`src/design/amg_pkg.sv`:
```
// amg_pkg: shared types and constants for the adjacency matrix graph block
// depends on nothing
package amg_pkg;
  localparam int MAX_VERTICES = 32;
  localparam int LABEL_WIDTH = 32;
  localparam int VW = $clog2(MAX_VERTICES);
  localparam int CW = $clog2(MAX_VERTICES + 1);

  typedef enum logic [2:0] {
    OP_ADD_VERTEX = 3'd0, OP_ADD_EDGE = 3'd1, OP_REMOVE_EDGE = 3'd2,
    OP_IS_EDGE = 3'd3, OP_READ_LABEL = 3'd4, OP_WRITE_LABEL = 3'd5,
    OP_NEIGHBORS = 3'd6, OP_DEPTH_FIRST = 3'd7
  } op_t;

  localparam logic [1:0] ST_OK = 2'd0;
  localparam logic [1:0] ST_RANGE = 2'd1;
  localparam logic [1:0] ST_FULL = 2'd2;

  typedef struct packed {
    logic [2:0]  op;
    logic [4:0]  source_vertex;
    logic [4:0]  target_vertex;
    logic [31:0] label;
  } in_item_t;

  typedef struct packed {
    logic [4:0]  vertex;
    logic [31:0] label_out;
    logic        edge_present;
    logic [31:0] neighbor_mask;
    logic [1:0]  status;
    logic        last;
  } out_item_t;

  // request from the sequencer to the memory unit
  typedef struct packed {
    logic                    row_re;
    logic [VW-1:0]           row_raddr;
    logic                    row_we;
    logic [VW-1:0]           row_waddr;
    logic [MAX_VERTICES-1:0] row_wdata;
    logic                    lab_re;
    logic [VW-1:0]           lab_raddr;
    logic                    lab_we;
    logic [VW-1:0]           lab_waddr;
    logic [LABEL_WIDTH-1:0]  lab_wdata;
  } mem_req_t;
endpackage

```
`src/design/adjacency_matrix_graph_dfs.sv`:
```
// adjacency_matrix_graph_dfs: top level of the graph block
// depends on amg_pkg, amg_mem and amg_ctrl
//
// Input channel in_valid/in_stall carries one operation per transaction; the
// output channel out_valid/out_stall carries result transactions, last set on
// the final result of each operation. One operation is taken at a time;
// in_stall is high from the cycle after acceptance until it is finished.
// Add vertex, edge, label and neighbor operations: the accept edge starts the
// registered row and label reads (or the new vertex writes), and the edge that
// leaves S_EXEC, once the output is free, does the write back and loads the
// result register.
// Depth first holds each visited vertex back until the next one is known, so
// that last can be set: it starts in S_EXEC, each further visited vertex takes a
// row read, a scan with label read and a result, a backtrack a row read and a scan.
// Reset empties the graph (vertex count zero); memory contents are not
// cleared, since no entry at or above the count is readable and each new
// vertex writes its own row and label. A new vertex needs no column clear:
// an edge can only point at a vertex that already exists.
// When the receiver stalls, the result holds and the operation or walk waits.
module adjacency_matrix_graph_dfs (
  input  logic                clk,
  input  logic                rst,
  input  logic                in_valid,
  output logic                in_stall,
  input  amg_pkg::in_item_t   in_item,
  output logic                out_valid,
  input  logic                out_stall,
  output amg_pkg::out_item_t  out_item
);
  import amg_pkg::*;

  mem_req_t req;
  logic [MAX_VERTICES-1:0] row_rdata;
  logic [LABEL_WIDTH-1:0] lab_rdata;

  amg_mem u_mem (.clk, .req, .row_rdata, .lab_rdata);

  amg_ctrl u_ctrl (
    .clk, .rst, .in_valid, .in_stall, .in_item, .out_valid, .out_stall,
    .out_item, .req, .row_rdata, .lab_rdata
  );
endmodule

```
`src/design/amg_mem.sv`:
```
// amg_mem: adjacency row memory and label memory, registered reads
// depends on amg_pkg
module amg_mem (
  input  logic                             clk,
  input  amg_pkg::mem_req_t                req,
  output logic [amg_pkg::MAX_VERTICES-1:0] row_rdata,
  output logic [amg_pkg::LABEL_WIDTH-1:0]  lab_rdata
);
  import amg_pkg::*;

  logic [MAX_VERTICES-1:0] rows [MAX_VERTICES];
  logic [LABEL_WIDTH-1:0]  labels [MAX_VERTICES];

  always_ff @(posedge clk) begin
    if (req.row_we) rows[req.row_waddr] <= req.row_wdata;
    if (req.row_re) row_rdata <= rows[req.row_raddr];
  end

  always_ff @(posedge clk) begin
    if (req.lab_we) labels[req.lab_waddr] <= req.lab_wdata;
    if (req.lab_re) lab_rdata <= labels[req.lab_raddr];
  end
endmodule

```
`src/design/amg_ctrl.sv`:
```
// amg_ctrl: operation sequencer, traversal stack and result register
// depends on amg_pkg; drives the amg_mem request
module amg_ctrl (
  input  logic                             clk,
  input  logic                             rst,
  input  logic                             in_valid,
  output logic                             in_stall,
  input  amg_pkg::in_item_t                in_item,
  output logic                             out_valid,
  input  logic                             out_stall,
  output amg_pkg::out_item_t               out_item,
  output amg_pkg::mem_req_t                req,
  input  logic [amg_pkg::MAX_VERTICES-1:0] row_rdata,
  input  logic [amg_pkg::LABEL_WIDTH-1:0]  lab_rdata
);
  import amg_pkg::*;

  typedef enum logic [2:0] {
    S_IDLE, S_EXEC, S_DFS_READ, S_DFS_SCAN, S_DFS_LAB, S_DFS_END
  } state_t;

  state_t state;
  in_item_t cur;
  logic [CW-1:0] vertex_count;
  logic [VW-1:0] add_idx;
  logic          add_full;
  logic [MAX_VERTICES-1:0] visited_mask;
  // walk stack: vertex and next scan position
  logic [VW-1:0] stk_v [MAX_VERTICES];
  logic [VW:0]   stk_p [MAX_VERTICES];
  logic [VW:0]   sp;
  logic [CW-1:0] nres;
  logic [VW-1:0] found;
  logic          found_ok;
  logic [VW-1:0] found_v;
  // visited vertex held back until it is known whether it is the last one
  logic [VW-1:0] pend_v;
  logic [LABEL_WIDTH-1:0] pend_lab;
  logic [VW-1:0] top_idx;
  logic [VW-1:0] top_v;
  logic [VW:0]   top_p;
  logic          push;
  logic          out_free;
  logic          emit;
  out_item_t     res, exec_res, pend_res, emit_res;
  logic [MAX_VERTICES-1:0] valid_mask, scan_row;

  logic s_ok, t_ok;
  assign s_ok = CW'(cur.source_vertex) < vertex_count;
  assign t_ok = CW'(cur.target_vertex) < vertex_count;

  always_comb begin
    for (int i = 0; i < MAX_VERTICES; i++)
      valid_mask[i] = (CW'(i) < vertex_count);
  end

  assign top_idx = sp[VW-1:0] - VW'(1);
  assign top_v = stk_v[top_idx];
  assign top_p = stk_p[top_idx];
  assign push = (sp != (VW+1)'(MAX_VERTICES));
  assign scan_row = row_rdata & valid_mask & ~visited_mask;

  // priority search for the first unvisited neighbor at or above the scan position
  always_comb begin
    found = '0;
    found_ok = 1'b0;
    for (int j = MAX_VERTICES - 1; j >= 0; j--)
      if (scan_row[j] && ((VW+1)'(j) >= top_p)) begin
        found = VW'(j);
        found_ok = 1'b1;
      end
  end

  assign in_stall = (state != S_IDLE);
  assign out_free = !out_valid || !out_stall;
  assign out_item = res;

  // result of a single-result operation, from the registered reads
  always_comb begin
    exec_res = '0;
    exec_res.last = 1'b1;
    exec_res.status = ST_RANGE;
    case (op_t'(cur.op)) inside
      OP_ADD_VERTEX: begin
        if (add_full) begin
          exec_res.status = ST_FULL;
        end else begin
          exec_res.status = ST_OK;
          exec_res.vertex = add_idx;
          exec_res.label_out = cur.label;
        end
      end
      OP_ADD_EDGE, OP_REMOVE_EDGE, OP_IS_EDGE: begin
        if (s_ok && t_ok) begin
          exec_res.status = ST_OK;
          exec_res.vertex = cur.source_vertex;
          exec_res.edge_present = (op_t'(cur.op) == OP_IS_EDGE) &&
                                  row_rdata[cur.target_vertex];
        end
      end
      default: begin
        if (s_ok) begin
          exec_res.status = ST_OK;
          exec_res.vertex = cur.source_vertex;
          case (op_t'(cur.op))
            OP_READ_LABEL: exec_res.label_out = 32'(lab_rdata);
            OP_WRITE_LABEL: exec_res.label_out = cur.label;
            OP_NEIGHBORS: exec_res.neighbor_mask = 32'(row_rdata & valid_mask);
            default: ;
          endcase
        end
      end
    endcase
  end

  always_comb begin
    pend_res = '0;
    pend_res.vertex = pend_v;
    pend_res.label_out = 32'(pend_lab);
    pend_res.status = ST_OK;
  end

  always_comb begin
    emit = 1'b0;
    emit_res = exec_res;
    unique case (state)
      S_EXEC: emit = out_free && !(op_t'(cur.op) == OP_DEPTH_FIRST && s_ok);
      S_DFS_LAB: begin
        emit = out_free;
        emit_res = pend_res;
        emit_res.last = 1'b0;
      end
      S_DFS_END: begin
        emit = out_free;
        emit_res = pend_res;
        emit_res.last = 1'b1;
      end
      default: ;
    endcase
  end

  always_comb begin
    req = '0;
    unique case (state)
      S_IDLE: begin
        if (in_valid) begin
          if (op_t'(in_item.op) == OP_ADD_VERTEX) begin
            if (vertex_count != CW'(MAX_VERTICES)) begin
              req.row_we = 1'b1;
              req.row_waddr = vertex_count[VW-1:0];
              req.row_wdata = '0;
              req.lab_we = 1'b1;
              req.lab_waddr = vertex_count[VW-1:0];
              req.lab_wdata = LABEL_WIDTH'(in_item.label);
            end
          end else begin
            req.row_re = 1'b1;
            req.row_raddr = in_item.source_vertex;
            req.lab_re = 1'b1;
            req.lab_raddr = in_item.source_vertex;
          end
        end
      end
      S_EXEC: begin
        // write back once, in the cycle the result is loaded
        if (emit && s_ok && t_ok &&
            (op_t'(cur.op) == OP_ADD_EDGE || op_t'(cur.op) == OP_REMOVE_EDGE)) begin
          req.row_we = 1'b1;
          req.row_waddr = cur.source_vertex;
          req.row_wdata = (op_t'(cur.op) == OP_ADD_EDGE) ?
            (row_rdata | (MAX_VERTICES'(1) << cur.target_vertex)) :
            (row_rdata & ~(MAX_VERTICES'(1) << cur.target_vertex));
        end
        if (emit && s_ok && op_t'(cur.op) == OP_WRITE_LABEL) begin
          req.lab_we = 1'b1;
          req.lab_waddr = cur.source_vertex;
          req.lab_wdata = LABEL_WIDTH'(cur.label);
        end
      end
      S_DFS_READ: begin
        if (nres != CW'(MAX_VERTICES)) begin
          req.row_re = 1'b1;
          req.row_raddr = top_v;
        end
      end
      S_DFS_SCAN: begin
        if (found_ok) begin
          req.lab_re = 1'b1;
          req.lab_raddr = found;
        end
      end
      default: ;
    endcase
  end

  always_ff @(posedge clk) begin
    if (rst) begin
      state <= S_IDLE;
      vertex_count <= '0;
      visited_mask <= '0;
      out_valid <= 1'b0;
      sp <= '0;
    end else begin
      if (emit) begin
        out_valid <= 1'b1;
        res <= emit_res;
      end else if (!out_stall) begin
        out_valid <= 1'b0;
      end
      unique case (state)
        S_IDLE: begin
          if (in_valid) begin
            cur <= in_item;
            add_idx <= vertex_count[VW-1:0];
            add_full <= (vertex_count == CW'(MAX_VERTICES));
            if (op_t'(in_item.op) == OP_ADD_VERTEX && vertex_count != CW'(MAX_VERTICES))
              vertex_count <= vertex_count + CW'(1);
            state <= S_EXEC;
          end
        end
        S_EXEC: begin
          if (op_t'(cur.op) == OP_DEPTH_FIRST && s_ok) begin
            visited_mask <= MAX_VERTICES'(1) << cur.source_vertex;
            stk_v[0] <= cur.source_vertex;
            stk_p[0] <= '0;
            sp <= (VW+1)'(1);
            nres <= CW'(1);
            pend_v <= cur.source_vertex;
            pend_lab <= lab_rdata;
            state <= S_DFS_READ;
          end else if (out_free) begin
            state <= S_IDLE;
          end
        end
        S_DFS_READ: begin
          if (nres == CW'(MAX_VERTICES)) state <= S_DFS_END;
          else state <= S_DFS_SCAN;
        end
        S_DFS_SCAN: begin
          if (found_ok) begin
            visited_mask <= visited_mask | (MAX_VERTICES'(1) << found);
            for (int i = 0; i < MAX_VERTICES; i++) begin
              if (VW'(i) == top_idx) stk_p[i] <= (VW+1)'(found) + (VW+1)'(1);
              else if (push && VW'(i) == sp[VW-1:0]) stk_p[i] <= '0;
            end
            if (push) begin
              stk_v[sp[VW-1:0]] <= found;
              sp <= sp + (VW+1)'(1);
            end
            nres <= nres + CW'(1);
            found_v <= found;
            state <= S_DFS_LAB;
          end else begin
            sp <= sp - (VW+1)'(1);
            if (sp == (VW+1)'(1)) state <= S_DFS_END;
            else state <= S_DFS_READ;
          end
        end
        S_DFS_LAB: begin
          // label of the new vertex is in lab_rdata; it becomes the held one
          if (out_free) begin
            pend_v <= found_v;
            pend_lab <= lab_rdata;
            state <= S_DFS_READ;
          end
        end
        S_DFS_END: begin
          if (out_free) state <= S_IDLE;
        end
        default: state <= S_IDLE;
      endcase
    end
  end
endmodule

```
`config.mk`:
```
export PLATFORM = sky130hd
export DESIGN_NAME = adjacency_matrix_graph_dfs
export DESIGN_NICKNAME = d
export VERILOG_FILES = /design/src/design/amg_pkg.sv /design/src/design/adjacency_matrix_graph_dfs.sv /design/src/design/amg_mem.sv /design/src/design/amg_ctrl.sv
export SDC_FILE = /design/constraint.sdc
export NUM_CORES = 2
export LEC_CHECK = 0
export BUFFER_PORTS_ARGS = -buffer_cell sky130_fd_sc_hd__buf_2
export CAP_MARGIN = 5
export CORE_MARGIN = 3
export CORE_UTILIZATION = 30
export DETAILED_ROUTE_END_ITERATION = 8
export PLACE_DENSITY_LB_ADDON = 0.15
export SYNTH_ARGS = -nofsm -noshare
export SYNTH_HDL_FRONTEND = slang
export SYNTH_SLANG_ARGS = --single-unit
```
`constraint.sdc`:
```
create_clock -name clk -period 6.75 [get_ports clk]
set_clock_uncertainty 0.1 [all_clocks]
set_input_delay 0 -clock clk [delete_from_list [all_inputs] [get_ports clk]]
set_output_delay 0 -clock clk [all_outputs]
set_load 0.02 [all_outputs]
```
# ---- Word level (Yosys, flattened, before mapping)
# Memories as Yosys holds them, arrays and structs flattened. A register that Yosys moved wholly into a read port is not among the register bits.
# Index checks and enable logic that the tools add are counted.
dict set report word_totals {
  reg_bits 220
  ramBits 2400
  output_inout_bits 75
  word_cells 974
  memories 4
}
dict set report classes {
  n_addsub 6
  order_cmp 67
  n_eq_ne 86
  shifts 3
  n_mux 618
  n_bitwise 41
  reduce_logical 128
}
# name words word_bits read_ports rd_clocked_by_memory_dff write_ports line
set mem_list {}
lappend mem_list {u_mem.labels 32 32 1 1 1 amg_mem.sv:12} ;# logic [LABEL_WIDTH-1:0] labels [MAX_VERTICES];
lappend mem_list {u_mem.rows 32 32 1 1 1 amg_mem.sv:11} ;# logic [MAX_VERTICES-1:0] rows [MAX_VERTICES];
lappend mem_list {u_ctrl.stk_p 32 6 1 0 2 amg_ctrl.sv:30} ;# logic [VW:0] stk_p [MAX_VERTICES];
lappend mem_list {u_ctrl.stk_v 32 5 1 0 1 amg_ctrl.sv:29} ;# logic [VW-1:0] stk_v [MAX_VERTICES];
# cell n
set ops {}
lappend ops {{$mux 1} 435}
lappend ops {{$mux 6} 70}
lappend ops {{$mux 5} 69}
lappend ops {{$mux 32} 10}
lappend ops {{$mux 38} 6}
lappend ops {{$pmux 32 s2} 3}
lappend ops {{$reduce_or 6->1} 30}
lappend ops {{$eq 5x5->1 const A} 32}
lappend ops {{$pmux 38 s2} 2}
lappend ops {{$pmux 73 s2} 1}
lappend ops {{$and 32x32->32} 3}
lappend ops {{$ge 5x6->1 const A} 16}
lappend ops {{$lt 5x6->1 const A} 16}
lappend ops {{$shl 1x5->32 const A} 3}
lappend ops {{$mux 88} 1}
lappend ops {{$eq 4x5->1 const A} 16}
lappend ops {{$mux 37} 2}
lappend ops {{$logic_and 1x1->1} 73}
lappend ops {{$not 32->32} 2}
lappend ops {{$or 32x32->32} 2}
lappend ops {{$ge 4x6->1 const A} 8}
lappend ops {{$lt 4x6->1 const A} 8}
lappend ops {{$pmux 6 s2} 4}
lappend ops {{$eq 3x5->1 const A} 8}
lappend ops {{other kinds (44)} 129}

# ---- Logic depth before layout (Yosys ltp)
dict set report logic_depth {
  word_depth 57
  depth_mapped 28
  mapped_depth_nobuf 20
}

# ---- By module
# A second synthesis with hierarchy kept.
dict set report hier_totals {
  cells_unflattened 6910
  area_unflattened_um2 110636.1
}
# module instances cells_each area_each_um2 seq_area_each_um2
set modules_own_cells {}
lappend modules_own_cells {amg_mem 1 4456 81379.3 63420.8}
lappend modules_own_cells {amg_ctrl 1 2454 29256.8 16636.0}

# ---- Worst setup path after synthesis
# OpenSTA, ideal clock, no wires.
dict set report synth_path {
  path_type {register -> register}
  startpoint {register u_ctrl.vertex_count[2]}
  endpoint {register u_ctrl.res (netlist bit u_ctrl.out_item[0]), enable pin}
  setup_ns 0.594
  t_arrival_ns 6.774
  t_required_ns 6.056
  setup_slack_ns -0.719
  path_stages_with_launch 13
  n_path_buf 0
  path_cell_list {dfxtp_1 > clkinv_1 > ha_1 > o21ai_0 > nand2b_1 > a21o_1 > a21oi_1 > o21ai_0 > inv_1 > nand3_1 > a21o_1 > nand2_1 > nor3_1}
}
dict set report synth_between {
  elab_chain_cells 6
}
# item line
set synth_lines {}
lappend synth_lines {{start: declaration} amg_ctrl.sv:24} ;# logic [CW-1:0] vertex_count;
lappend synth_lines {{start signal: assignment} amg_ctrl.sv:217} ;# vertex_count <= vertex_count + CW'(1);
lappend synth_lines {{$lt 5x6->1} amg_ctrl.sv:49} ;# assign s_ok = CW'(cur.source_vertex) < vertex_count;
lappend synth_lines {{$logic_and 1x1->1} amg_ctrl.sv:127} ;# S_EXEC: emit = out_free && !(op_t'(cur.op) == OP_DEPTH_FIRST && s_ok);
lappend synth_lines {{$logic_not 1->1} amg_ctrl.sv:127}
lappend synth_lines {{$logic_and 1x1->1} amg_ctrl.sv:127}
lappend synth_lines {{$pmux 1 s2} amg_ctrl.sv:126} ;# unique case (state)
lappend synth_lines {{$reduce_and 2->1 (no line)} n/a}
lappend synth_lines {{end signal: assignment} amg_ctrl.sv:206} ;# res <= emit_res;
lappend synth_lines {{end: declaration} amg_ctrl.sv:45} ;# out_item_t res, exec_res, pend_res, emit_res;
# Every way passes these cells.
# A chain may end at the register's enable or synchronous reset.

# ---- Worst setup path in the final report
dict set report layout_path {
  startpoint {register u_ctrl.sp[0]}
  endpoint {register u_mem.lab_rdata[16] (netlist bit) (read register of u_mem.labels), data pin}
}
dict set report layout_between {
  elab_chain_cells 38
  word_cells_on_any_way 132
  classes_between {1 x add/sub; 32 x order compare; 66 x mux; 32 x reduce/logical; 1 x memory}
}
# item line
set layout_lines {}
lappend layout_lines {{start: declaration} amg_ctrl.sv:31} ;# logic [VW:0] sp;
lappend layout_lines {{start signal: assignment} amg_ctrl.sv:226} ;# sp <= (VW+1)'(1);
lappend layout_lines {{start signal: assignment} amg_ctrl.sv:248} ;# sp <= sp + (VW+1)'(1);
lappend layout_lines {{start signal: assignment} amg_ctrl.sv:254} ;# sp <= sp - (VW+1)'(1);
lappend layout_lines {{$sub 5x1->5 *} amg_ctrl.sv:57} ;# assign top_idx = sp[VW-1:0] - VW'(1);
lappend layout_lines {{$mem_v2 32x6 *} n/a}
lappend layout_lines {{$ge 5x6->1} amg_ctrl.sv:68} ;# if (scan_row[j] && ((VW+1)'(j) >= top_p)) begin
lappend layout_lines {{$logic_and 1x1->1} amg_ctrl.sv:68}
lappend layout_lines {{$mux 5 or $mux 1 (tied branches) (32 in a row)} amg_ctrl.sv:68}
lappend layout_lines {{$mux 6 *} amg_ctrl.sv:187} ;# if (found_ok) begin
lappend layout_lines {{$pmux 6 s2 *} amg_ctrl.sv:144} ;# unique case (state)
lappend layout_lines {{end: declaration} amg_mem.sv:7} ;# output logic [amg_pkg::LABEL_WIDTH-1:0] lab_rdata
# Mark *: on every way between the ends. The rest lies on a longest branch, timed or not.

==> results_dict.tcl <==
set metrics [dict create \
    run_status "finished, final reports clean" \
    grt_antenna_before_repair 23 \
    smallest_setup_slack_after_layout_ns 0.217 \
    ir_worst_vdd_mv 0.201 \
    area.growth.synth_to_final_pct 17.6 \
    final_hold_violation_count 0 \
    post-synth-top-area-fraction_pct 71.2 \
    synth_flop_type "sky130_fd_sc_hd__edfxtp_1" \
    power.total_mw 36.1 \
    mappedNetlistArea_sq_um 111000 \
    final_min_period_over_clock_period_pct 96.8 \
    final_layout_size_suffix_gt1_share_pct 15.3 \
    fillerInstances 35000 \
    worst-endpoint-required_ns 7.28 \
    p_leak_nw 42.7 \
    clock_path_buffers 4 \
    vias 67800 \
    place_hpwl_mm 212 \
    synth_sequential_area_ratio_pct 72.2 \
    synthDistinctLibCells 107 \
    number_of_synthesis_warnings 0 \
    cts_made_buffers 307 \
    worst-r2r-cell-count 21 \
    place.port_buffers 123 \
    timing.final.setup_violations 0 \
    drt_pass1_iterations 6 \
    highest_clock_rate_mhz 153 \
    power.density_cell_area_nw_per_um2 277 \
    clk_pin_slew_ns 0.06 \
    setup_repair_after_global_routing_missed_its_margin "yes" \
    worst-endpoint-arrival_ns 7.06 \
    timing_worst_slew_pin_value_ns 1.28 \
    critPathLaunchType "flip-flop" \
    finalNetCount 7927 \
    min-delay-path-class "in -> reg" \
    worstPathMaxFanout 25 \
    synth_nets 7583 \
    relSlewSlack_pct 14.6 \
    post-route-min-period_ns 6.53 \
    maxCapViolations 0 \
    clk-insertion-delay-late_ns 0.91 \
    htree_num_levels 5 \
    postRouteAntennaNets 0 \
    worstSetupEndpointType "flip-flop" \
    die_height_um 614 \
    crit_type "reg -> reg" \
    final-max-slew-violation-count 0 \
    syn_area_per_cell_sq_um 14.8 \
    routed_wirelength_mm 363 \
    cts.sink_count 2684 \
    synth-async-reset-ratio_pct 0 \
    ys_ff_latch 2684 \
    synth_area_leaders "sky130_fd_sc_hd__edfxtp_1 71%, sky130_fd_sc_hd__mux2i_1 4.5%, sky130_fd_sc_hd__nand2_1 3.1%, sky130_fd_sc_hd__a211oi_1 2.9%, sky130_fd_sc_hd__mux4_2 2.1%" \
    grt_pass1_vias 66900 \
    core_sq_um 367000 \
    grtUsageTotal_pct 18.7 \
    gp_congestion 0.840 \
    cts_tree "done" \
    drtIter0Drc 6552 \
    setup_total_negative_slack_ns 0 \
    fp.dieW_um 614 \
    synthCells 7508 \
    root_buffer "sky130_fd_sc_hd__clkbuf_16" \
    finalHoldWorstSlack_ns 0.154 \
    floorplan_die_area_sq_um 377000 \
    grt_start_max_net_pins 109 \
    synth-edff-count 2630 \
    globalRouteOverflowTotal 0 \
    routed_via_density 5.21 \
    grt_first_pass_wirelength_mm 511 \
    dp_slack_ns -0.0824 \
    floorplan.initialDensity_pct 30.2 \
    ios 124 \
    rows 222 \
    drc 0 \
    holdPathStages 3 \
    yosysTopAreaCell "sky130_fd_sc_hd__edfxtp_1" \
    wl_per_cell_um 27.9 \
]
## flip-flops by register name (all words and copies together), names as in the netlist, 32 cells and up
signal	flops
u_mem.labels	1024
u_mem.rows	1024
u_ctrl.stk_p	192
u_ctrl.stk_v	160
u_ctrl.out_item	73
u_ctrl.cur	45
u_ctrl.pend_lab	32
u_ctrl.visited_mask	32
u_mem.lab_rdata	32
u_mem.row_rdata	32
## path summary, 6_finish.rpt
path | from | slack, ns | endpoint
hold / removal | in_item[30] | 0.15 | u_mem.labels[25][30]
setup / recovery | u_ctrl.sp[0] | 0.22 | u_mem.lab_rdata[16]
hold reg to reg | u_ctrl.stk_p[16][0] | 0.36 | u_ctrl.stk_p[16][0]
setup reg to reg | u_ctrl.sp[0] | 0.22 | u_mem.lab_rdata[16]
## Yosys cell counts, drive strengths merged, types with 73 or more instances
cell    instances
mux4          101
a211oi        432
nand2         921
o22ai          79
edfxtp       2630
and2          274
clkbuf        397
buf           143
a21oi         243
o21ai          94
a311oi        161
mux2i         501
nand3         109
a31oi         141
nor2          572
a32oi          73
## stage by stage
step                utilization, %  cells  instance area, sq um
global route                  35.5  13000                130000
CTS                           35.4  13000                130000
floorplan                        -   7508                111000
detailed placement            32.6  12300                119000
finish                        35.5  13000                130000
global placement              32.6  12300                119000
## kinds of logic after synthesis
kind of cell / after synthesis / synth area share [%]
adder cells (fa/ha/maj): 27 / 0.302
XOR/XNOR: 18 / 0.156
AND/OR/NAND/NOR: 2064 / 8.27
AO/OA/AOI/OAI: 1517 / 10.0
buffers and inverters: 588 / 2.35
flip-flops: 2684 / 72.2
multiplexers: 610 / 6.66
## where the power goes
| part | switching, mW | internal, mW |
|---|---|---|
| Sequential | 0.133 | 18.2 |
| Combinational | 1.24 | 0.669 |
| Clock | 6.74 | 9.08 |
| Total | 8.11 | 28.0 |
## cells in the final DEF, fill, tap and decap left out, types with 39 or more instances in the layout
cell type and instances:
sky130_fd_sc_hd__a31oi_1 137, sky130_fd_sc_hd__a21oi_1 216, sky130_fd_sc_hd__o22ai_1 78, sky130_fd_sc_hd__a21o_1 39
sky130_fd_sc_hd__clkbuf_16 315, sky130_fd_sc_hd__buf_2 123, sky130_fd_sc_hd__inv_1 42, sky130_fd_sc_hd__mux2i_1 501
sky130_fd_sc_hd__a32oi_1 71, sky130_fd_sc_hd__nor2_1 485, sky130_fd_sc_hd__clkinv_2 51, sky130_fd_sc_hd__and2_1 273
sky130_fd_sc_hd__clkinv_1 67, sky130_fd_sc_hd__nor2_4 75, sky130_fd_sc_hd__a311oi_1 131, sky130_fd_sc_hd__clkbuf_1 71
sky130_fd_sc_hd__buf_12 71, sky130_fd_sc_hd__dlygate4sd3_1 96, sky130_fd_sc_hd__nand2_1 909, sky130_fd_sc_hd__a211oi_1 431
sky130_fd_sc_hd__nand3_1 107, sky130_fd_sc_hd__o21ai_0 75, sky130_fd_sc_hd__edfxtp_1 2630, sky130_fd_sc_hd__mux4_2 101
sky130_fd_sc_hd__dfxtp_1 53, sky130_fd_sc_hd__a221oi_1 65, sky130_fd_sc_hd__buf_4 267
## final cells by class
type / instances / area [sq um] / share of cell area, %
timing repair buffer: 574 / 5290 / 4.06
tap: 4928 / 6170 / 4.73
antenna: 9 / 22.5 / 0.0173
multi-input combinational: 4237 / 29300 / 22.5
clock inverter: 154 / 1250 / 0.961
clock buffer: 384 / 8100 / 6.21
sequential: 2684 / 80100 / 61.4
inverter: 48 / 180 / 0.138
## timing repair
action | in CTS | in global routing
cloned | 1 | 0
setup buffers | 0 | 14
setup endpoints to repair | 17 | 223
gates resized for setup | 1 | 15
pin swaps | 1 | 6
hold endpoints to repair | 503 | 0
hold buffers | 96 | 0
## per-layer routing
layer | share of wire [%] | wire [um] | track usage (%) | vias to the layer above
li1 | - | - | - | 29900
met1 | 43 | 157000 | 25.2 | 35200
met2 | 48 | 174000 | 31.0 | 2103
met3 | 5.2 | 18700 | 2.56 | 532
met4 | 3.7 | 13300 | 6.47 | 2
met5 | 0.0036 | 13 | 0 | -
## critical path, stage by stage (launching register included)
cell and delay (ns):
sky130_fd_sc_hd__dfxtp_4 0.36, sky130_fd_sc_hd__clkinv_1 0.16, sky130_fd_sc_hd__ha_4 0.62, sky130_fd_sc_hd__buf_4 0.27, sky130_fd_sc_hd__buf_4 0.17, sky130_fd_sc_hd__mux4_2 0.18
sky130_fd_sc_hd__mux2i_1 0.14, sky130_fd_sc_hd__o211ai_2 0.38, sky130_fd_sc_hd__nand2_2 0.23, sky130_fd_sc_hd__a31oi_1 0.51, sky130_fd_sc_hd__nor2_1 0.12, sky130_fd_sc_hd__or4_1 0.53
sky130_fd_sc_hd__a211o_1 0.28, sky130_fd_sc_hd__a41oi_4 0.43, sky130_fd_sc_hd__o21a_4 0.33, sky130_fd_sc_hd__buf_12 0.21, sky130_fd_sc_hd__buf_12 0.18, sky130_fd_sc_hd__buf_4 0.20
sky130_fd_sc_hd__mux2i_1 0.21, sky130_fd_sc_hd__o22ai_1 0.11, sky130_fd_sc_hd__a211oi_1 0.39, sky130_fd_sc_hd__a311oi_2 0.10
Note: power is estimated with default switching activity, not from simulation.
